==> src/cli_pkg.sv <==
`default_nettype none

package cli_pkg;

	localparam int CLI_TABLE_DEPTH   = 256;
	localparam int CLI_FRACTION_BITS = 8;

	// APB register map, word index = paddr[3:2]
	localparam int CLI_PADDR_W = 4;
	localparam logic [1:0] REG_RANGE_LOW   = 2'd0;
	localparam logic [1:0] REG_RANGE_HIGH  = 2'd1;
	localparam logic [1:0] REG_INDEX_SCALE = 2'd2;
	localparam logic [1:0] REG_ENTRIES     = 2'd3;

	localparam logic signed [15:0] RANGE_LOW_RST   = 16'sd0;
	localparam logic signed [15:0] RANGE_HIGH_RST  = 16'sd255;
	localparam logic [23:0]        INDEX_SCALE_RST = 24'd65536;
	localparam logic [8:0]         ENTRIES_RST     = 9'd256;

	typedef struct packed {
		logic signed [15:0] range_low;
		logic signed [15:0] range_high;
		logic [23:0]        index_scale;
		logic [8:0]         entries_in_use;
	} cfg_t;

endpackage

`default_nettype wire

==> src/cli_blend.sv <==
`default_nettype none

// Output stage: per-channel linear mix, rounded to nearest (ties up), registered.
module cli_blend #(
	parameter int FRACTION_BITS = cli_pkg::CLI_FRACTION_BITS
) (
	input  wire logic                     clk,
	input  wire logic                     ld,
	input  wire logic [FRACTION_BITS-1:0] frac,
	input  wire logic [23:0]              entry0,
	input  wire logic [23:0]              entry1,
	output logic [7:0]                    red,
	output logic [7:0]                    green,
	output logic [7:0]                    blue
);

	localparam int FB = FRACTION_BITS;
	localparam int MW = FB + 9;
	localparam logic [FB:0] ONE  = (FB + 1)'(1) << FB;
	localparam logic [FB:0] HALF = (FB + 1)'(1) << (FB - 1);

	logic [FB:0] w0;
	logic [7:0]  chan_q [3];

	assign w0 = ONE - {1'b0, frac};

	for (genvar k = 0; k < 3; k++) begin : g_chan
		logic [MW-1:0] acc;

		assign acc = MW'(entry0[8*k +: 8]) * MW'(w0)
			+ MW'(entry1[8*k +: 8]) * MW'(frac) + MW'(HALF);

		always_ff @(posedge clk) begin
			if (ld) begin
				chan_q[k] <= acc[FB +: 8];
			end
		end
	end

	assign red   = chan_q[2];
	assign green = chan_q[1];
	assign blue  = chan_q[0];

endmodule

`default_nettype wire

==> config.mk <==
export PLATFORM = sky130hd
export DESIGN_NAME = cli_blend
export DESIGN_NICKNAME = d
export VERILOG_FILES = /design/src/cli_pkg.sv /design/src/cli_blend.sv
export SDC_FILE = /design/constraint.sdc
export NUM_CORES = 1
export LEC_CHECK = 0
export BUFFER_PORTS_ARGS = -buffer_cell sky130_fd_sc_hd__buf_2
export CAP_MARGIN = 20
export CORE_ASPECT_RATIO = 1.5
export CORE_UTILIZATION = 55
export DETAILED_ROUTE_END_ITERATION = 10
export PLACE_DENSITY = 0.73
export SLEW_MARGIN = 0
export SYNTH_ARGS = -nofsm -noshare
export SYNTH_HDL_FRONTEND = slang
export SYNTH_SLANG_ARGS = --single-unit
==> constraint.sdc <==
create_clock -name clk -period 13.8 [get_ports clk]
set_input_delay 0.69 -clock clk [delete_from_list [all_inputs] [get_ports clk]]
set_output_delay 0.69 -clock clk [all_outputs]
set_load 0.05 [all_outputs]
==> reports/results.ini <==
[run_status]
outcome = finished clean

[routing]
firstDrtPassIters = 4
drt_iter0_markers = 373
wl_per_cell_um = 17.0
routed_via_density = 5.24
drcViolationCount = 0
wl_um = 32500
ant_nets = 0
wl_met2_um = 18700
topRoutingLayerUsed = met4
vias = 10041
dr_wl_met3_um = 1030
wl_met1_um = 11500

[setup_path]
path_class = input pin to flip-flop
worstPathMaxFanout = 47
start_kind = input pin
cp-end-kind = flip-flop
cp_data_required_time_ns = 13.84
worst_ep_arrival_time_ns = 7.40

[placement]
place_congestion = 0.834
dp_hpwl_um = 27300
port_buffers = 81

[sta]
fin_crit_sh_pct = 53.4
rsz0062_at_grt = false
max_freq_ghz = 0.136
slew_headroom_pct = 39.4
fin_tns_setup_ns = 0
worst_pin_slew_ns = 0.909
fin_crit_ns = 7.36
finalMaxSlewViolations = 0
setup_violations = 0
finalHoldViolCount = 0

[clock_network]
cts_htree_levels = 1
cts_tree = yes
ctsRootBufferMaster = clkbuf_16
cts.sinks = 24
cts_buffer_depth = 2
numCtsBuffers = 3
cts.repair.resized = 0
postCtsHoldBufs = 0
post_cts_buffers = 0
path_clk_slew_ns = 0.08

[floorplanning]
coreArea_mm2 = 0.0252
ios = 82
die_w_um = 133
die-area_mm2 = 0.0264
fp-row-count = 71
initial_utilization_pct = 56.2
die_y_um = 199

[synth]
synth_cell_type_count = 42
synth_ff_type = edfxtp_1
synth_nets = 2100
ys.warnings.count = 0
synth-seq-cells = 24
synth_top_area_share_pct = 42.4
ys_seq_area_share_pct = 5.08
ys_async_sr_fraction_pct = 0
synth_area_leader_cell = fa_1
synthCells = 1546
netlist_area_mm2 = 0.0142
synth_area_per_cell_um2 = 9.17
synthTopCellsByArea = fa_1 42%, ha_1 17%, inv_1 11%
synth-edff-count = 24

[final_layout]
drive_gt1_share_pct = 6.80
num-fill-cells = 2231
num_antenna_cells = 0
reg_top3 = chan_q: 24 flops
top_register = chan_q
largest_reg_flops = 24
nets = 2145
final_common_cell = inv_1
final_cell_mix = 430 x inv_1, 300 x fa_1, 253 x and2_1
area_growth_pct = 5.60

[global_route]
overflow = 0
grt_use_total_pct = 26.9
grt_max_degree = 48
grt_pass1_wl_um = 55100
antenna_found_initial = 0
grt_pass1_vias = 11646

[hold_path]
min_path_cells = 1
hp-class = input pin to flip-flop

[run]
max-cap-violations = 0

[metal layers]
metal / track usage [%] / vias up
met5: 0 / -
met4: 12.6 / 0
met3: 2.47 / 97
met2: 54.3 / 222
met1: 27.3 / 5146
li1: - / 4576
[logic make-up (layout without fill, tap and decap cells)]
group	count (synthesis)	in the layout	synth area share, %
AND/OR/NAND/NOR	449	449	16.9
flip-flops	24	24	5.08
buffers and inverters	480	523	12.8
XOR/XNOR	48	48	2.96
AO/OA/AOI/OAI	49	49	2.59
adder cells (fa/ha/maj)	496	496	59.6
[synthesized netlist by cell type, drive strengths merged (11+ instances only)]
cell type,instances
a21oi,14
and2,253
buf,13
clkbuf,37
edfxtp,24
fa,300
ha,196
inv,430
nand2,157
nor2,14
o21ai,11
xnor2,34
xor2,14
[worst max-delay path: stages]
cell and delay [ns]:
buf_2 0.07, buf_4 0.40, inv_1 0.12, ha_1 0.27
nand2_1 0.09, xor2_1 0.52, buf_4 0.34, and2_1 0.18
fa_1 0.39, inv_1 0.08, fa_1 0.44, fa_1 0.51
inv_1 0.06, fa_1 0.51, fa_1 0.49, inv_1 0.05
fa_1 0.47, inv_1 0.04, ha_1 0.34, a21oi_1 0.17
o21ai_1 0.14, a221oi_4 0.53, o21ai_1 0.18, a21oi_1 0.20
xnor2_1 0.08
[final timing paths]
kind,from,endpoint
worst min-delay path,ld,chan_q[0][18]$_DFFE_PP_
worst max-delay path,frac[0],chan_q[0][23]$_DFFE_PP_
[stage by stage]
stage                     setup WS, ns  hold WS, ns  util, %  area [um2]  instances
final                             6.44         1.02     59.4       15000       1917
after global routing              6.01         1.03     59.4       15000       1917
after CTS                         6.43         1.02     59.4       15000       1917
after detailed placement          6.12         1.23     59.1       14900       1914
after global placement            6.31         1.23     59.1       14900       1914
after floorplan                   7.23        0.802        -       14200       1546
[final cells by class]
type                       count  area [um2]  area share (%)
tap                          328         410            2.74
timing repair buffer          90         473            3.16
clock buffer                   3        75.1           0.501
inverter                     430        1610            10.8
sequential                    24         721            4.81
multi-input combinational   1042       11700            78.0
Power is left out: the tool's default activity adds up to more than one toggle a clock period on the data nets, which glitch-free logic cannot reach.
