[config.mk]
export PLATFORM = sky130hd
export DESIGN_NAME = cli_index
export DESIGN_NICKNAME = d
export VERILOG_FILES = /design/src/cli_pkg.sv /design/src/cli_index.sv
export SDC_FILE = /design/constraint.sdc
export NUM_CORES = 1
export LEC_CHECK = 0
export ABC_CLOCK_PERIOD_IN_PS = 9100
export BUFFER_PORTS_ARGS = -buffer_cell sky130_fd_sc_hd__buf_2
export CAP_MARGIN = 20
export CELL_PAD_IN_SITES_DETAIL_PLACEMENT = 0
export CELL_PAD_IN_SITES_GLOBAL_PLACEMENT = 1
export CORE_MARGIN = 2
export CORE_UTILIZATION = 49
export CTS_BUF_LIST = sky130_fd_sc_hd__clkbuf_4
export DETAILED_ROUTE_END_ITERATION = 8
export PLACE_DENSITY = 0.93
export RECOVER_POWER = 25
export SLEW_MARGIN = 20
export SYNTH_ARGS = -nofsm -noshare
export SYNTH_HDL_FRONTEND = slang
export SYNTH_SLANG_ARGS = --single-unit
[constraint.sdc]
create_clock -name clk -period 9.1 [get_ports clk]
set_input_delay 1.82 -clock clk [delete_from_list [all_inputs] [get_ports clk]]
set_output_delay 1.82 -clock clk [all_outputs]
set_load 0.1 [all_outputs]
[src/cli_pkg.sv]
`default_nettype none

package cli_pkg;

	localparam int CLI_TABLE_DEPTH   = 256;
	localparam int CLI_FRACTION_BITS = 8;

	// APB register map, word index = paddr[3:2]
	localparam int CLI_PADDR_W = 4;
	localparam logic [1:0] REG_RANGE_LOW   = 2'd0;
	localparam logic [1:0] REG_RANGE_HIGH  = 2'd1;
	localparam logic [1:0] REG_INDEX_SCALE = 2'd2;
	localparam logic [1:0] REG_ENTRIES     = 2'd3;

	localparam logic signed [15:0] RANGE_LOW_RST   = 16'sd0;
	localparam logic signed [15:0] RANGE_HIGH_RST  = 16'sd255;
	localparam logic [23:0]        INDEX_SCALE_RST = 24'd65536;
	localparam logic [8:0]         ENTRIES_RST     = 9'd256;

	typedef struct packed {
		logic signed [15:0] range_low;
		logic signed [15:0] range_high;
		logic [23:0]        index_scale;
		logic [8:0]         entries_in_use;
	} cfg_t;

endpackage

`default_nettype wire

[src/cli_index.sv]
`default_nettype none

// Stages s1 and s2: clamp and offset, scale multiply, then entry selection.
module cli_index #(
	parameter int TABLE_DEPTH   = cli_pkg::CLI_TABLE_DEPTH,
	parameter int FRACTION_BITS = cli_pkg::CLI_FRACTION_BITS,
	localparam int AW           = $clog2(TABLE_DEPTH)
) (
	input  wire logic                     clk,
	input  wire cli_pkg::cfg_t            cfg,
	input  wire logic                     ld_s1,
	input  wire logic                     ld_s2,
	input  wire logic                     req_type,
	input  wire logic signed [15:0]       sample,
	input  wire logic [7:0]               entry_index,
	input  wire logic [7:0]               entry_red,
	input  wire logic [7:0]               entry_green,
	input  wire logic [7:0]               entry_blue,
	output logic                          lookup_s2,
	output logic                          wr_hit,
	output logic [AW-1:0]                 wr_addr,
	output logic [23:0]                   wr_data,
	output logic [AW-1:0]                 rd_addr0,
	output logic [AW-1:0]                 rd_addr1,
	output logic [FRACTION_BITS-1:0]      frac
);

	logic signed [15:0] clamped;
	logic signed [16:0] diff;
	logic [15:0]        span;

	logic        lookup_s1;
	logic [15:0] span_s1;
	logic [7:0]  widx_s1;
	logic [23:0] wdata_s1;

	logic [39:0] pos_s2;
	logic [7:0]  widx_s2;
	logic [23:0] wdata_s2;

	logic [AW-1:0] last;
	logic [23:0]   ipart;

	// low bound tested first; an inverted range yields a negative offset, saturated to zero
	always_comb begin
		if (sample < cfg.range_low) begin
			clamped = cfg.range_low;
		end else if (sample > cfg.range_high) begin
			clamped = cfg.range_high;
		end else begin
			clamped = sample;
		end
		diff = {clamped[15], clamped} - {cfg.range_low[15], cfg.range_low};
		span = diff[16] ? 16'd0 : diff[15:0];
	end

	always_ff @(posedge clk) begin
		if (ld_s1) begin
			lookup_s1 <= req_type;
			span_s1   <= span;
			widx_s1   <= entry_index;
			wdata_s1  <= {entry_red, entry_green, entry_blue};
		end
		if (ld_s2) begin
			lookup_s2 <= lookup_s1;
			pos_s2    <= {24'd0, span_s1} * {16'd0, cfg.index_scale};
			widx_s2   <= widx_s1;
			wdata_s2  <= wdata_s1;
		end
	end

	assign wr_hit  = ({24'd0, widx_s2} < 32'(TABLE_DEPTH));
	assign wr_addr = AW'(widx_s2);
	assign wr_data = wdata_s2;

	// last usable entry: count saturated to [1, TABLE_DEPTH]
	always_comb begin
		if (cfg.entries_in_use == 9'd0) begin
			last = '0;
		end else if ({23'd0, cfg.entries_in_use} > 32'(TABLE_DEPTH)) begin
			last = AW'(TABLE_DEPTH - 1);
		end else begin
			last = AW'(cfg.entries_in_use - 9'd1);
		end
	end

	assign ipart = pos_s2[39:16];

	always_comb begin
		if (ipart >= 24'(last)) begin
			rd_addr0 = last;
			rd_addr1 = last;
			frac     = '0;
		end else begin
			rd_addr0 = ipart[AW-1:0];
			rd_addr1 = ipart[AW-1:0] + AW'(1);
			frac     = pos_s2[15 -: FRACTION_BITS];
		end
	end

endmodule

`default_nettype wire

==> results.txt, run 1 <==
Yosys attributes the largest share of cell area to sky130_fd_sc_hd__fa_1, sky130_fd_sc_hd__edfxtp_1, sky130_fd_sc_hd__ha_1, sky130_fd_sc_hd__inv_1, sky130_fd_sc_hd__and2_1. For this design, the CTS-stage hold fixing added 0 buffers. Max-cap violations in this run came to 1.

The clock tree from TritonCTS is yes. At the worst endpoint, the required time is 9430 ps. The initial antenna violation count is 2. The half-perimeter wire length after detailed placement came out at 32.8 mm. Counting distinct cell types in the post-synthesis netlist gives 64.

By startpoint and endpoint, the worst setup path is classified as in2reg. Clock-pin slew was measured on the worst setup and hold paths at 180 ps. The final count of pins violating max slew is 50. The fraction of final layout cells sized beyond drive strength 1 is 11.1%. The post-layout minimum cycle time came out at 7450 ps. For this block, the initial DRC count from the detailed router was 776. The relative area change from synthesis to final layout came out at 8.54%. After detailed routing, the number of remaining DRC violations is 0. In the synthesized netlist the dominant register cell turns out to be sky130_fd_sc_hd__edfxtp_1. The fraction of the yosys area taken by sequential cells is 18.9%. STA classifies the critical path startpoint as an input pin. By count the netlist is led by sky130_fd_sc_hd__inv_1, sky130_fd_sc_hd__fa_1, sky130_fd_sc_hd__nand2_1. The initial cell density of the core is 49.6%. Measured along the y axis, the die boundary spans 196 um. The maximum count of clock buffers along a single path came out at 2. The number of non-filler instances in the completed layout came out at 2508. sky130_fd_sc_hd__inv_1 is the most common cell in the netlist.

The placeable core region came out at 0.0365 sq mm. Setup repair after global routing left no endpoint under its margin. The die width is 196 um.

The clock skew is 50.2 ps. The setup violation total in the final timing report came out at 0. The remaining global-route overflow is 0. Synthesis handed over a netlist of 1896 instances. The worst setup path is captured at a flop. The library cell used as clock root buffer is sky130_fd_sc_hd__clkbuf_4. The biggest area contributor in the post-synthesis netlist is sky130_fd_sc_hd__fa_1. The placed instance count is 2475. The CTS sink count came out at 114. The number of flops mapped to enable cells by yosys is 114. The final count of hold timing violations was 0. In this run the tool buffered the top-level ports with 173 buffer cells.

The net count of the finished layout is 2616. The maximum level of the CTS H-tree came out at 4. The maximum operating frequency came out at 0.134 GHz. Counting buffers and inverters, the worst setup path is 20 cells deep. Together, buffers and inverters on the worst path number 4. The total nets after synthesis came out at 2486. The area of the mapped netlist is 0.0181 sq mm. The worst hold path was traced through 0 stages. The top-level port count came out at 175. The clock reaches the later pin of the worst-skew pair after 610 ps. The post-cts repair resize count came out at 0.

The clock buffer count from CTS is 17. The final antenna-violating net count is 0. The peak fanout along the critical path is 16. In the synthesized netlist the async set-or-reset flop fraction comes to 0%. After detailed routing, the total wire length is 42.3 mm. The top cell family by delay on the critical path is adder cells. The final reports fail on max-capacitance violations, max-slew violations. Routability-driven placement finished with a final weighted congestion of 0.913. In this run the worst setup path begins at cfg[19]. Traced cell by cell, the critical path runs through buf_2 -> nand2_1 -> fa_1 -> fa_1 -> fa_1 -> fa_1 -> inv_1 -> fa_1 -> inv_1 -> fa_1 -> inv_1 -> ha_1 -> and4_2 -> a22o_1 -> o311ai_0 -> a31o_1 -> a21oi_1 -> o21ai_1 -> o21ai_0 -> xor2_1. The number of cell rows is 70. In the final routed layout, each cell accounts on average for 16.9 um. STA puts the critical path data arrival time at 7790 ps. The count of buffers added by post-CTS timing repair for setup is 0.

The relative max-transition margin came out at -76.6%. The total of fill cells in the finished design is 3170. The first global-routing pass estimated 68.6 mm of wire. The startpoint identified for the worst hold timing path is widx_s1[3]$_DFFE_PP_. Entering global routing, the biggest net connects 66 pins. The slew of the pin with the lowest slew margin came out at 2650 ps. The final worst slack is 1650 ps. The count of state elements after synthesis came out at 114. The total negative setup slack is 0 ps. The slowest library cell on the worst path is sky130_fd_sc_hd__o311ai_0.

The top cell type's share of synthesized area came out at 33.8%. The smallest hold slack is 386 ps. The die covers 0.0385 sq mm. The yosys synthesis warning count came out at 0. The number of cells traversed by the worst register-to-register path is 21. The worst register-to-register path begins at span_s1[2]$_SDFFCE_PP0P_. The delay contributed by the slowest stage of the critical path came out at 580 ps. The first-pass iteration count of the detailed router came out at 7. The run finished, with violations left. The via count of the first global-routing pass was 13600. The share of the clock period used by the worst path came out at 81.9%. The via density per instance came out at 5.23.

The final route contains 13100 vias. The worst hold path belongs to the class reg2reg. The mean instance size in the synthesized netlist came out at 9.55 sq um.

Counting stages on the worst path, the most repeated cell is sky130_fd_sc_hd__fa_1. The all-layer global routing usage came out at 22.9%. At the placement stage, the worst setup path has a slack of 1050 ps.
flip-flops by register name (all words and copies together) (netlist names):
signal     cells
pos_s2        32
wdata_s1      24
wr_data       24
span_s1       16
widx_s1        8
wr_addr        8
lookup_s1      1
lookup_s2      1
worst reg2reg max path: stages, from the launching register on:
cell and delay, ps:
sky130_fd_sc_hd__edfxtp_1 1150, sky130_fd_sc_hd__nand2_1 220, sky130_fd_sc_hd__fa_1 550, sky130_fd_sc_hd__inv_1 50, sky130_fd_sc_hd__fa_1 530, sky130_fd_sc_hd__inv_1 60, sky130_fd_sc_hd__fa_1 510, sky130_fd_sc_hd__inv_1 60
sky130_fd_sc_hd__fa_1 480, sky130_fd_sc_hd__fa_1 490, sky130_fd_sc_hd__inv_1 50, sky130_fd_sc_hd__fa_1 470, sky130_fd_sc_hd__inv_1 40, sky130_fd_sc_hd__ha_1 360, sky130_fd_sc_hd__and3_1 250, sky130_fd_sc_hd__nand2_1 80
sky130_fd_sc_hd__or3_1 370, sky130_fd_sc_hd__o221ai_2 290, sky130_fd_sc_hd__a31oi_4 170, sky130_fd_sc_hd__o21ai_2 280, sky130_fd_sc_hd__a21oi_1 150, sky130_fd_sc_hd__o211a_1 240
final timing paths:
path / to / slack (ps)
max reg2reg: pos_s2[39]$_DFFE_PP_ / 1990
min reg2reg: wr_addr[3]$_DFFE_PP_ / 390
min: wr_addr[3]$_DFFE_PP_ / 390
max: pos_s2[33]$_DFFE_PP_ / 1650
metrics by stage:
stage / util, % / area, sq um
finish: 53.8 / 19600
global route: 53.8 / 19600
CTS: 53.8 / 19600
detailed placement: 52.9 / 19300
global placement: 52.9 / 19300
floorplan: - / 18100
metal layers:
metal | vias to the layer above | GRT usage (%) | wire length [um] | part of all wire [%]
li1 | 6130 | - | - | -
met1 | 6475 | 29.6 | 17900 | 42
met2 | 443 | 38.6 | 20500 | 48
met3 | 74 | 4.97 | 3080 | 7.3
met4 | 0 | 6.93 | 893 | 2.1
met5 | - | 0 | 0 | 0
cells by family (layout without fill, tap and decap cells):
group,Yosys count,after routing,share of synthesized area [%]
compound gates,198,198,6.96
xor+xnor,54,54,2.61
fa+ha+maj,475,475,45.5
mux,19,19,1.06
other cells,1,2,0.0207
simple gates,560,560,15.0
flops,114,114,18.9
buf+inv,475,618,9.92
layout make-up:
type / count / area (sq um) / share of cell area (%)
diodes: 1 / 2.50 / 0.0127
well taps: 468 / 586 / 2.98
multi-input cells: 1307 / 12900 / 65.6
clock buffers: 17 / 128 / 0.650
flip-flops and latches: 114 / 3420 / 17.4
repair buffers: 176 / 887 / 4.52
inverters: 410 / 1540 / 7.83
clock inverters: 15 / 184 / 0.936
layout by cell type (no fill, tap or decap), drive strengths merged, types with 4 or more instances in the layout:
master	n
a211oi	5
a21o	32
a21oi	70
a31oi	4
and2	164
and3	8
buf	175
clkbuf	18
edfxtp	114
fa	306
ha	167
inv	421
mux2i	18
nand2	263
nand2b	8
nand3	12
nand4	11
nor2	52
nor2b	9
nor3	13
nor3b	6
nor4	4
o21a	9
o21ai	48
o21bai	10
xnor2	34
xor2	20
Power of run 1 is not shown: default switching activity piles up to over one toggle a cycle in this logic, so the estimate is an artifact.
==> run 2, diff against run 1 <==
Settings changed: ABC_CLOCK_PERIOD_IN_PS 9100 to 7500.
Clock period 9.1 ns to 7.5 ns, I/O delays scaled along.
==> results.txt, run 2 (synthesized netlist as in run 1, its figures left out) <==
Outcome: complete, but fails checks (unchanged). Violations in the final reports: max-capacitance violations, max-slew violations (unchanged). The remaining global-route overflow is 0 (unchanged). The detailed-routed wire length on met2 came out at 21.2 mm (was 20.5 mm). The maximum operating frequency is 0.145 GHz. The start point of the critical path is cfg[21] (was cfg[19]). The category of the worst setup path capture point was a flop (unchanged). The iteration-0 DRC count of the detailed router came to 892 (was 776). The vertical die dimension came to 196 um (unchanged). The final non-filler cell area was 0.0199 sq mm (was 0.0196 sq mm). The largest register by flop count is pos_s2 (unchanged).

The final weighted congestion of routability-driven global placement is 0.913 (about the same). The full die area is 0.0385 sq mm (unchanged). The via count of the first global-routing pass is 14400 (was 13600). The initial antenna violation count is 2 (unchanged). The final antenna-violating net count came out at 0 (unchanged). The post-placement cell area came out at 0.0197 sq mm (was 0.0193 sq mm).

The number of cell rows is 70 (unchanged). The all-layer global routing usage was 23.9% (was 22.9%). The clock latency reported for the late side of the worst-skew pair came out at 620 ps (was 610 ps).

The startpoint of the lowest-slack register-to-register path is span_s1[1]$_SDFFCE_PP0P_ (was span_s1[2]$_SDFFCE_PP0P_). The post-layout minimum cycle time is 6890 ps. The via density per instance came out at 5.19 (was 5.23). The slew of the pin with the lowest slew margin came out at 2870 ps (was 2650 ps).

The data required time of the worst path was 7840 ps (was 9430 ps). The number of cells traversed by the worst register-to-register path is 21 (unchanged). The port buffer count is 173 (unchanged). The reported max-cap violation count came out at 1 (unchanged). The CTS sink count came to 114 (unchanged). The routed wire length on met3 came out at 3.36 mm (was 3.08 mm). The smallest hold slack is 421 ps (was 386 ps). The top-level port count was 175 (unchanged). The die width came out at 196 um (unchanged). The critical path class is in2reg (unchanged).

The path category of the worst min-delay check is reg2reg (unchanged). The count of nets after finishing is 2659 (was 2616). The average detailed-routed wire length per instance is 17.1 um (was 16.9 um). The endpoint arrival time on the critical path was 7230 ps (was 7790 ps). The startpoint of the most critical hold path is wdata_s1[13]$_DFFE_PP_ (was widx_s1[3]$_DFFE_PP_). The maximum level of the CTS H-tree is 4 (unchanged). The setup violation total in the final timing report came to 0 (unchanged). The count of buffers added by post-CTS timing repair for setup came to 0 (unchanged). The clock skew is 35.3 ps (was 50.2 ps). The most common cell after layout, fill and taps aside was sky130_fd_sc_hd__inv_1 (unchanged). The relative max-transition margin is -91.3% (was -76.6%). The met1 wire length is 17.9 mm (about the same). The largest net degree at the start of global routing came out at 66 (unchanged).

The routed via count came to 13200 (was 13100). The peak fanout along the critical path is 12 (was 16). The clock tree from TritonCTS is yes (unchanged). The post-cts repair resize count was 0 (unchanged). The relative area change from synthesis to final layout was 10.1% (was 8.54%). The maximum count of clock buffers along a single path came out at 2 (unchanged).

The first-pass iteration count of the detailed router was 5 (was 7). The initial cell density of the core is 49.6% (unchanged). The count of hold-fix buffers inserted at cts came out at 0 (unchanged). The placeable core region came to 0.0365 sq mm (unchanged). The library cell used as clock root buffer is sky130_fd_sc_hd__clkbuf_4 (unchanged). The highest metal layer used by the detailed router is met4 (unchanged). The final count of hold timing violations came out at 0 (unchanged). The launching element type of the critical path is an input pin (unchanged).

The number of cells traversed by the worst hold path is 0 (unchanged). The number of flip-flops in the largest register came out at 32 (unchanged). The final count of pins violating max slew is 50 (unchanged). The fraction of final layout cells sized beyond drive strength 1 is 12.9% (was 11.1%). The register clock-pin slew on the reported worst setup and hold paths was 170 ps (was 180 ps). The first-pass GRT wire length is 72.3 mm (was 68.6 mm). The clock buffer count from CTS is 17 (unchanged). The total length of routed wires came out at 43.7 mm (was 42.3 mm).

The residual DRC count is 0 (unchanged). RSZ-0062 raised after global routing: no (unchanged). The half-perimeter wire length after detailed placement is 35.6 mm (was 32.8 mm). The share of the clock period used by the worst path is 91.9%. Leading cell types in the layout, fill and taps excluded: sky130_fd_sc_hd__inv_1, sky130_fd_sc_hd__fa_1, sky130_fd_sc_hd__nand2_1 (unchanged).
run 2: area by class of cell:
cell class	instances	area [sq um]
Fill cell	3193	16600
Multi-Input combinational cell	1307	12900
Sequential cell	114	3420
Inverter	410	1540
Timing Repair Buffer	219	1210
Tap cell	468	586
Clock inverter	15	158
Clock buffer	17	128
Antenna cell	2	5.00
run 2: worst paths after layout:
kind	endpoint	slack, ps
worst min register to register	wr_data[13]$_DFFE_PP_	420
worst max register to register	pos_s2[39]$_DFFE_PP_	620
worst min-delay path	wr_data[13]$_DFFE_PP_	420
worst max-delay path	pos_s2[39]$_DFFE_PP_	610
run 2: per-stage QoR:
step,utilization (%),std cells,TNS [ps],setup WS [ps]
after detailed placement,53.8,2518,0,74.6
final,54.6,2552,0,611
after global placement,53.8,2518,0,136
after CTS,54.6,2550,0,688
after floorplan,-,1896,-764,-255
after global routing,54.6,2552,0,288
run 2: layer usage:
| layer | track usage, % | vias up |
|---|---|---|
| li1 | - | 6216 |
| met5 | 0 | - |
| met4 | 7.30 | 0 |
| met3 | 5.67 | 96 |
| met2 | 41.3 | 475 |
| met1 | 29.9 | 6461 |
run 2: worst max-delay path, stage by stage:
cell and delay [ps]:
sky130_fd_sc_hd__buf_2 310, sky130_fd_sc_hd__nand2_1 130, sky130_fd_sc_hd__fa_1 590, sky130_fd_sc_hd__inv_1 60
sky130_fd_sc_hd__fa_1 570, sky130_fd_sc_hd__fa_1 440, sky130_fd_sc_hd__fa_1 460, sky130_fd_sc_hd__fa_1 500
sky130_fd_sc_hd__inv_1 50, sky130_fd_sc_hd__fa_1 550, sky130_fd_sc_hd__inv_1 60, sky130_fd_sc_hd__ha_1 340
sky130_fd_sc_hd__a21o_1 190, sky130_fd_sc_hd__a31o_2 230, sky130_fd_sc_hd__a21oi_1 180, sky130_fd_sc_hd__o21ai_0 160
sky130_fd_sc_hd__a31oi_4 260, sky130_fd_sc_hd__o21ai_2 120, sky130_fd_sc_hd__a2111o_1 370, sky130_fd_sc_hd__o211a_1 120
Power of run 2 is left out for the same reason.
